### src/rtl/core/sfp_pkg.sv
`timescale 1ns / 1ps
`default_nettype none

package sfp_pkg;

  // Field widths fixed by the item formats.
  localparam int CMD_W   = 2;
  localparam int POS_W   = 32;
  localparam int UNIT_W  = 16;
  localparam int IDX_W   = 7;
  // Point differences need one extra bit; one more keeps the magnitude safe.
  localparam int WIDE_W  = POS_W + 2;

  // Default depth of a strand in frames.
  localparam int MAX_FRAMES_DEF = 128;

  // Command codes.
  localparam logic [CMD_W-1:0] CMD_ROOT = 2'd0;
  localparam logic [CMD_W-1:0] CMD_REST = 2'd1;
  localparam logic [CMD_W-1:0] CMD_POSE = 2'd2;

  typedef struct packed {
    logic signed [POS_W-1:0] x;
    logic signed [POS_W-1:0] y;
    logic signed [POS_W-1:0] z;
  } point_t;

  typedef struct packed {
    logic signed [WIDE_W-1:0] x;
    logic signed [WIDE_W-1:0] y;
    logic signed [WIDE_W-1:0] z;
  } wide_vec_t;

  typedef struct packed {
    logic signed [UNIT_W-1:0] x;
    logic signed [UNIT_W-1:0] y;
    logic signed [UNIT_W-1:0] z;
  } unit_vec_t;

  typedef struct packed {
    logic [CMD_W-1:0]        command;
    logic signed [POS_W-1:0] point_x;
    logic signed [POS_W-1:0] point_y;
    logic signed [POS_W-1:0] point_z;
  } in_item_t;

  typedef struct packed {
    logic [IDX_W-1:0]         frame_index;
    logic signed [UNIT_W-1:0] aim_x;
    logic signed [UNIT_W-1:0] aim_y;
    logic signed [UNIT_W-1:0] aim_z;
    logic signed [UNIT_W-1:0] up_x;
    logic signed [UNIT_W-1:0] up_y;
    logic signed [UNIT_W-1:0] up_z;
    logic signed [UNIT_W-1:0] side_x;
    logic signed [UNIT_W-1:0] side_y;
    logic signed [UNIT_W-1:0] side_z;
  } out_item_t;

endpackage

`default_nettype wire

### src/rtl/core/sfp_normalize.sv
`timescale 1ns / 1ps
`default_nettype none

module sfp_normalize (
  input  logic              clk,
  input  logic              rst,
  input  logic              start,
  input  sfp_pkg::wide_vec_t vec,
  output logic              done,
  output sfp_pkg::unit_vec_t unit
);
  import sfp_pkg::*;

  localparam int MAG_W  = WIDE_W;
  localparam int SQ_W   = 60;
  localparam int SUM_W  = 62;
  localparam int ROOT_W = 31;
  localparam int REM_W  = 34;
  localparam int QUO_W  = 15;
  localparam int NUM_W  = 45;
  localparam logic [QUO_W-1:0] UNIT_ONE = 15'd16384;

  typedef enum logic [2:0] {
    N_IDLE, N_SHIFT, N_SQUARE, N_ROOT, N_PREP, N_DIVIDE, N_FINISH
  } nstate_t;

  nstate_t state;
  logic [MAG_W-1:0]  mag [3];
  logic [2:0]        neg;
  logic [4:0]        cnt;
  logic [SQ_W-1:0]   prod;
  logic [SUM_W-1:0]  sum;
  logic [SUM_W-1:0]  sum_sh;
  logic [REM_W-1:0]  rem;
  logic [ROOT_W-1:0] root;
  logic [ROOT_W-1:0] drem [3];
  logic [QUO_W-1:0]  quo [3];

  logic signed [MAG_W-1:0] vin [3];
  logic [MAG_W-1:0]  abs_in [3];
  logic [MAG_W-1:0]  big;
  logic [29:0]       sq_op;
  logic [REM_W+1:0]  rs;
  logic [REM_W+1:0]  trial;
  logic [NUM_W-1:0]  num [3];
  logic [ROOT_W:0]   r2 [3];
  logic [ROOT_W:0]   r2_diff [3];
  logic [2:0]        dge;

  // Signed component with the quotient capped at one.
  function automatic logic signed [UNIT_W-1:0] signed_unit(logic [QUO_W-1:0] q, logic n);
    logic [QUO_W-1:0] qc;
    qc = (q > UNIT_ONE) ? UNIT_ONE : q;
    return n ? -signed'({1'b0, qc}) : signed'({1'b0, qc});
  endfunction

  // Magnitudes, largest magnitude and the per-step datapath terms.
  always_comb begin
    vin[0] = vec.x;
    vin[1] = vec.y;
    vin[2] = vec.z;
    for (int k = 0; k < 3; k++) begin
      abs_in[k] = vin[k][MAG_W-1] ? MAG_W'(-vin[k]) : MAG_W'(vin[k]);
    end
    big = (mag[0] > mag[1]) ? mag[0] : mag[1];
    if (mag[2] > big) begin
      big = mag[2];
    end
    case (cnt[1:0])
      2'd0:    sq_op = mag[0][29:0];
      2'd1:    sq_op = mag[1][29:0];
      2'd2:    sq_op = mag[2][29:0];
      default: sq_op = '0;
    endcase
    rs    = {rem, sum_sh[SUM_W-1:SUM_W-2]};
    trial = {3'b000, root, 2'b01};
    for (int k = 0; k < 3; k++) begin
      num[k]     = {1'b0, mag[k][29:0], 14'd0} + NUM_W'(root[ROOT_W-1:1]);
      r2[k]      = {drem[k], quo[k][QUO_W-1]};
      r2_diff[k] = r2[k] - {1'b0, root};
      dge[k]     = (r2[k] >= {1'b0, root});
    end
  end

  // Sequencer: shift into range, sum of squares, bit-serial root, bit-serial divides.
  always_ff @(posedge clk) begin
    if (rst) begin
      state <= N_IDLE;
      done  <= 1'b0;
    end else begin
      done <= 1'b0;
      unique case (state)
        N_IDLE: begin
          if (start) begin
            for (int k = 0; k < 3; k++) begin
              mag[k] <= abs_in[k];
              neg[k] <= vin[k][MAG_W-1];
            end
            if (abs_in[0] == '0 && abs_in[1] == '0 && abs_in[2] == '0) begin
              unit <= '0;
              done <= 1'b1;
            end else begin
              state <= N_SHIFT;
            end
          end
        end
        N_SHIFT: begin
          if (|big[MAG_W-1:30]) begin
            for (int k = 0; k < 3; k++) mag[k] <= mag[k] >> 1;
          end else if (!big[29]) begin
            for (int k = 0; k < 3; k++) mag[k] <= mag[k] << 1;
          end else begin
            cnt   <= '0;
            sum   <= '0;
            state <= N_SQUARE;
          end
        end
        N_SQUARE: begin
          prod <= sq_op * sq_op;
          if (cnt != 5'd0) begin
            sum <= sum + SUM_W'(prod);
          end
          cnt <= cnt + 5'd1;
          if (cnt == 5'd3) begin
            sum_sh <= sum + SUM_W'(prod);
            rem    <= '0;
            root   <= '0;
            cnt    <= '0;
            state  <= N_ROOT;
          end
        end
        N_ROOT: begin
          sum_sh <= sum_sh << 2;
          if (rs >= trial) begin
            rem  <= REM_W'(rs - trial);
            root <= {root[ROOT_W-2:0], 1'b1};
          end else begin
            rem  <= rs[REM_W-1:0];
            root <= {root[ROOT_W-2:0], 1'b0};
          end
          cnt <= cnt + 5'd1;
          if (cnt == 5'd30) begin
            state <= N_PREP;
          end
        end
        N_PREP: begin
          // The quotient stays below 2^15, so the upper bits already sit below the divisor.
          for (int k = 0; k < 3; k++) begin
            drem[k] <= {1'b0, num[k][NUM_W-1:QUO_W]};
            quo[k]  <= num[k][QUO_W-1:0];
          end
          cnt   <= '0;
          state <= N_DIVIDE;
        end
        N_DIVIDE: begin
          for (int k = 0; k < 3; k++) begin
            drem[k] <= dge[k] ? r2_diff[k][ROOT_W-1:0] : r2[k][ROOT_W-1:0];
            quo[k]  <= {quo[k][QUO_W-2:0], dge[k]};
          end
          cnt <= cnt + 5'd1;
          if (cnt == 5'd14) begin
            state <= N_FINISH;
          end
        end
        N_FINISH: begin
          unit.x <= signed_unit(quo[0], neg[0]);
          unit.y <= signed_unit(quo[1], neg[1]);
          unit.z <= signed_unit(quo[2], neg[2]);
          done   <= 1'b1;
          state  <= N_IDLE;
        end
        default: state <= N_IDLE;
      endcase
    end
  end

endmodule

`default_nettype wire
### config.mk
export PLATFORM = sky130hd
export DESIGN_NAME = sfp_normalize
export DESIGN_NICKNAME = d
export VERILOG_FILES = /design/src/rtl/core/sfp_pkg.sv /design/src/rtl/core/sfp_normalize.sv
export SDC_FILE = /design/constraint.sdc
export NUM_CORES = 2
export LEC_CHECK = 0
export ABC_AREA = 1
export BUFFER_PORTS_ARGS = -buffer_cell sky130_fd_sc_hd__buf_2
export CORE_ASPECT_RATIO = 0.5
export CORE_MARGIN = 2
export CORE_UTILIZATION = 60
export CTS_CLUSTER_SIZE = 24
export DETAILED_ROUTE_END_ITERATION = 10
export MAX_ROUTING_LAYER = met4
export PLACE_DENSITY = 0.75
export RECOVER_POWER = 50
export SLEW_MARGIN = 20
export SYNTH_ARGS = -nofsm -noshare
export SYNTH_HDL_FRONTEND = slang
export SYNTH_SLANG_ARGS = --single-unit
### constraint.sdc
create_clock -name clk -period 32.9 [get_ports clk]
set_input_delay 3.29 -clock clk [delete_from_list [all_inputs] [get_ports clk]]
set_output_delay 3.29 -clock clk [all_outputs]
set_load 0.005 [all_outputs]
---- Yosys cells after proc, flatten, opt, wreduce, memory -nomap -nowiden ----
Memory sizes are Yosys's and may differ from the RTL's.
Index checks and enable logic that the tools add are counted.
cells by class
  add/subtract/negate cells ............... 15
  $mul .................................... 1
  order comparisons ....................... 9
  equal/unequal tests ..................... 20
  multiplexer cells ....................... 76
  bitwise logic cells ..................... 13
  reduce and logical (&&, ||, !) cells .... 21
operator list
  cell                  count
  $mux 34               13
  $mux 62               4
  $pmux 62 s2           2
  $mux 31               7
  $add 44x30->45        3
  $logic_not 34->1      3
  $neg 34->34           3
  $ge 32x31->1          3
  $mux 48               2
  $pmux 48 s2           1
  $sub 31x31->31        3
  $mux 15               6
  $pmux 30 s3           1
  $gt 34x34->1          2
  $pmux 34 s2           1
  $add 62x60->62        1
  $pmux 31 s2           1
  $mul 30x30->60        1
  $mux 16               3
  $neg 15->16           3
  $gt 15x15->1 const B  3
  $ge 36x33->1          1
  $sub 34x33->34        1
  $mux 1                22
  30 further kinds      65
word-level totals
  register bits after elaboration ......... 309
  memory bits (writable) .................. 240
  output and inout port bits .............. 49
  memories ................................ 3
memories
  name  words  width  read ports  clocked after memory_dff  wr ports  RTL line             text
  mag   3      34     3           0                         3         sfp_normalize.sv:28  logic [MAG_W-1:0] mag [3];
  drem  3      31     3           0                         3         sfp_normalize.sv:36  logic [ROOT_W-1:0] drem [3];
  quo   3      15     3           0                         3         sfp_normalize.sv:37  logic [QUO_W-1:0] quo [3];

---- Logic depth before layout (Yosys ltp) ----
An unclocked memory read counts as a cell.
  word-level depth ........................ 12
  gate-level depth with buffers ........... 39
  mapped depth without buffers ............ 36

---- Worst setup path before layout ----
OpenSTA, ideal clock, no wires.
  kind .................................... input-to-reg
  start ................................... in rst
  end ..................................... reg rem[0], enable pin
  library setup time ...................... 1.287 ns
  arrival ................................. 23.110 ns
  path slack .............................. 8.503 ns
  cell stages on the path ................. 2
  buffers on the path ..................... 1
  path through ............................ clkbuf_1 a2111oi_0
between the ends
  longest elaborated chain between the ends .. 2
ends and longest elaborated chain
  what                               RTL line              text
  start, declared                    sfp_normalize.sv:6    input logic rst,
  $not 1->1 (no source line)         -
  $reduce_and 3->1 (no source line)  -
  end signal, assigned               sfp_normalize.sv:135  rem <= REM_W'(rs - trial);
  end signal, assigned               sfp_normalize.sv:138  rem <= rs[REM_W-1:0];
  end, declared                      sfp_normalize.sv:34   logic [REM_W-1:0] rem;
No other way between the ends.
A chain may end at the register's enable or synchronous reset.

---- Worst setup path in the final report ----
  start ................................... reg cnt[0]
  end ..................................... reg prod[49], data pin
between the ends
  longest elaborated chain between the ends .. 3
  elaborated cells between the ends (all ways) .. 5
ends and longest elaborated chain
  what                                RTL line              text
  start, declared                     sfp_normalize.sv:30   logic [4:0] cnt;
  start signal, assigned              sfp_normalize.sv:123  cnt <= cnt + 5'd1;
  start signal, assigned              sfp_normalize.sv:141  cnt <= cnt + 5'd1;
  start signal, assigned              sfp_normalize.sv:160  cnt <= cnt + 5'd1;
  $eq 2x2->1 (tied with other cells)  sfp_normalize.sv:69   case (cnt[1:0])
  $pmux 30 s3 *                       sfp_normalize.sv:69
  $mul 30x30->60 *                    sfp_normalize.sv:119  prod <= sq_op * sq_op;
  end signal, assigned                sfp_normalize.sv:119
  end, declared                       sfp_normalize.sv:31   logic [SQ_W-1:0] prod;
Every way passes the cells marked *; elsewhere a longest branch is shown, timed or not.

==> results.env <==
RUN_STATUS='finished, violations left'
VIOLATIONS='max-capacitance violations, max-slew violations'
DIE_H_UM=244
TIMING_HOLD_VIOLATIONS_FINAL=0
YS_WARN_COUNT=0
CLKTRANSATPATHREGS_NS=0.07
GRT_ANTENNA_BEFORE_REPAIR=12
DRT_DRC_VIOLATIONS_LEFT=0
GRTUSAGETOTAL_PCT=38.0
RSZ0062_AT_GRT='no'
LARGEST_DELAY_SHARE_FAMILY_WORST_PATH='adder cells'
SEQ_AREA_FRAC_SYNTH_PCT=23.8
LAYOUT-DRIVE-GT1-SHARE_PCT=3.66
CLOCK_SKEW_NS=0.0739
SYNTH_EDF_COUNT=544
DIE_WIDTH_UM=483
NETLIST_AREA_UM2=68900
FIRST_GLOBAL_VIAS=58700
FINAL.PERIOD_UTILIZATION_PCT=32.2
CTS.SINKS=548
SYN_NETS=10200
FIN_CELLS=10400
SLEW_HEADROOM_PCT=-303
GRT-OVFL-TOTAL=0
IO_PINS=154
CRIT_PATH_KIND='reg2reg'
CTS_BUFFERS=55
SETUP-TNS-FINAL_NS=0
TIMING_WORST_SLEW_PIN_VALUE_NS=6.05
POSTSYNTH.ASYNCRESETSHARE_PCT=0
CTS_MAX_LEVEL=2
CRITPATHMAXSTAGEDELAY_NS=1.24
ROW_COUNT=87
POST-ROUTE-CELL-AREA_UM2=72900
LARGEST_NET_DEGREE_AT_THE_START_OF_GLOBAL_ROUTING=156
CRITPATHBUFINV=9
SYN2LAYOUT_AREA_GROWTH_PCT=5.89
POSTCTSRESIZEDCELLS=0
DOMINANTREGCELLSYNTH='sky130_fd_sc_hd__edfxtp_1'
MAXCAPVIOLCOUNT=19
CLOCK_LATENCY_NS=0.73
WORSTPATHARRIVAL_NS=11.02
NUM_VIAS=60700
FINAL-SETUP-VIOL-COUNT=0
MOST_FREQUENT_CELLS_IN_THE_LAYOUT='sky130_fd_sc_hd__nand2_1 (1663), sky130_fd_sc_hd__inv_1 (1584), sky130_fd_sc_hd__nor2_1 (1212), sky130_fd_sc_hd__fa_1 (706)'
SYNTH_SEQ_CELLS=548
SYNTH_AREA_PER_CELL_UM2=7.84
ANT_NETS=0
HOLDBUFCOUNTCTS=0
CP-START-KIND='flip-flop'
GRT_PASS1_WL_UM=336000
DESIGN.FINAL.NETS=10200
FLOORPLAN.DIE_AREA_UM2=118000
TIMING.CRITICAL_PATH.TO_TYPE='flip-flop'
POST_DRT_VIA_CELL_RATIO=5.84
ROOT_BUFFER='sky130_fd_sc_hd__clkbuf_16'
WORSTHOLDPATHTYPE='reg2reg'
PLACE.DETAILED.INSTANCES=10300
WORSTPATHMAXFANOUT=21
POST_CTS_BUFFERS=0
FMAXACHIEVABLE_MHz=94.3
DRV_SLEW=960
CTS_MAX_PATH_BUFFERS=3
TIMING.CRITICAL_PATH.SLOWEST_STAGE_CELL='sky130_fd_sc_hd__clkbuf_1'
FINAL_PERIOD_MINUS_WORST_SETUP_SLACK_NS=10.60
POST_DP_CELL_AREA_UM2=71100
POST-DP-HPWL_UM=175000
INITIAL_CELL_DENSITY_OF_THE_CORE_PCT=60.8
DRT_ITER0_MARKERS=6396
FINALWIRELENGTH_UM=217000
DRT_FIRST_PASS_ITERS=6
FLOORPLAN.CORE_AREA_UM2=113000
SYNTHCELLS=8779
CP_DATA_REQUIRED_TIME_NS=33.31
ROUTE.DETAILED.WL_PER_INST_UM=20.9
CTS_TREE='yes'
MOSTFREQUENTLAYOUTCELL='sky130_fd_sc_hd__nand2_1'
ROUTABILITYCONGESTION=1.05
SYNTH.DISTINCT_CELLS=56
PLACE.PORT_BUFFERS=153
[tightest hold or removal path, cell delays in order (launching register included)]
cell and delay (ns):
sky130_fd_sc_hd__edfxtp_1 0.32, sky130_fd_sc_hd__nand2_1 0.04, sky130_fd_sc_hd__o21ai_0 0.05
[cell families after synthesis]
| family | after synthesis | synth area share, % |
|---|---|---|
| AND/OR/NAND/NOR | 3364 | 19.6 |
| buffers and inverters | 1830 | 10.2 |
| AO/OA/AOI/OAI | 1489 | 12.1 |
| adder cells (fa/ha/maj) | 1273 | 30.8 |
| flip-flops | 548 | 23.8 |
| XOR/XNOR | 275 | 3.50 |
[layout make-up]
class	count	area, um2
timing repair buffer	223	1230
antenna	15	37.5
clock inverter	36	389
fill	10100	40300
clock buffer	64	1410
tap	1513	1890
sequential	548	16400
multi-input combinational	6401	45500
inverter	1596	5990
[registers in the layout, summed over array words and instances, names as in the netlist]
signal	flops
rem	34
mag	102
prod	59
unit	48
cnt	5
state	3
quo	45
neg	3
sum_sh	62
sum	62
drem	93
done	1
root	31
[metrics by stage]
stage	hold WS (ns)	worst slack, ns	utilization, %
2_1_floorplan	0.495	8.50	-
4_1_cts	0.521	22.46	64.4
5_1_grt	0.555	21.83	64.4
3_5_place_dp	0.511	22.57	62.8
6_report	0.518	22.30	64.4
3_3_place_gp	0.501	22.74	62.8
[cell usage after synthesis, types with 3 or more instances]
cell type	n	area share, %
sky130_fd_sc_hd__nand2_1	1664	9.1
sky130_fd_sc_hd__inv_1	1584	8.6
sky130_fd_sc_hd__nor2_1	1215	6.6
sky130_fd_sc_hd__fa_1	706	21
sky130_fd_sc_hd__a21oi_1	568	4.1
sky130_fd_sc_hd__ha_1	567	10
sky130_fd_sc_hd__edfxtp_1	544	24
sky130_fd_sc_hd__o21ai_0	495	3.6
sky130_fd_sc_hd__nand3_1	258	1.9
sky130_fd_sc_hd__a31oi_1	161	1.5
sky130_fd_sc_hd__clkbuf_1	151	0.82
sky130_fd_sc_hd__xor2_1	151	1.9
sky130_fd_sc_hd__xnor2_1	124	1.6
sky130_fd_sc_hd__nor3_1	69	0.50
sky130_fd_sc_hd__nand4_1	64	0.58
sky130_fd_sc_hd__buf_2	51	0.37
sky130_fd_sc_hd__o211ai_1	41	0.45
sky130_fd_sc_hd__a21o_1	36	0.39
sky130_fd_sc_hd__o21bai_1	33	0.36
sky130_fd_sc_hd__o21a_1	31	0.34
sky130_fd_sc_hd__nand3b_1	28	0.31
sky130_fd_sc_hd__o221ai_1	28	0.36
sky130_fd_sc_hd__nor4_1	24	0.22
sky130_fd_sc_hd__buf_1	23	0.13
sky130_fd_sc_hd__o21ai_1	23	0.17
sky130_fd_sc_hd__a21boi_0	16	0.17
sky130_fd_sc_hd__or2_2	16	0.15
sky130_fd_sc_hd__o22ai_1	15	0.14
sky130_fd_sc_hd__a221oi_1	12	0.15
sky130_fd_sc_hd__and3_1	8	0.073
sky130_fd_sc_hd__buf_6	7	0.11
sky130_fd_sc_hd__clkinv_1	7	0.038
sky130_fd_sc_hd__a211oi_1	6	0.065
sky130_fd_sc_hd__inv_2	5	0.027
sky130_fd_sc_hd__dfxtp_1	4	0.12
sky130_fd_sc_hd__o311ai_0	4	0.051
sky130_fd_sc_hd__o31ai_1	4	0.044
sky130_fd_sc_hd__or2_0	4	0.036
sky130_fd_sc_hd__a32oi_1	3	0.038
sky130_fd_sc_hd__nand3_2	3	0.044
sky130_fd_sc_hd__or2_1	3	0.027
[routing by layer]
layer / vias to the layer above / track usage (%) / share of wire, %
li1: 28400 / - / -
met1: 28900 / 49.9 / 40
met2: 2885 / 58.4 / 45
met3: 513 / 7.31 / 10
met4: 0 / 15.1 / 4.6
met5: - / - / 0
[worst paths after layout]
path / slack, ns / start / to / depth (start not counted)
hold / removal: 0.52 / sum_sh[57]$_DFFE_PP_ / sum_sh[59]$_DFFE_PP_ / 2
hold reg to reg: 0.52 / sum_sh[57]$_DFFE_PP_ / sum_sh[59]$_DFFE_PP_ / 2
setup reg to reg: 22.30 / cnt[0]$_DFFE_PP_ / prod[49]$_DFFE_PP_ / 30
setup / recovery: 22.30 / cnt[0]$_DFFE_PP_ / prod[49]$_DFFE_PP_ / 30
Power is not shown: default switching activity piles up to over one toggle a cycle in this logic, so the estimate is an artifact.
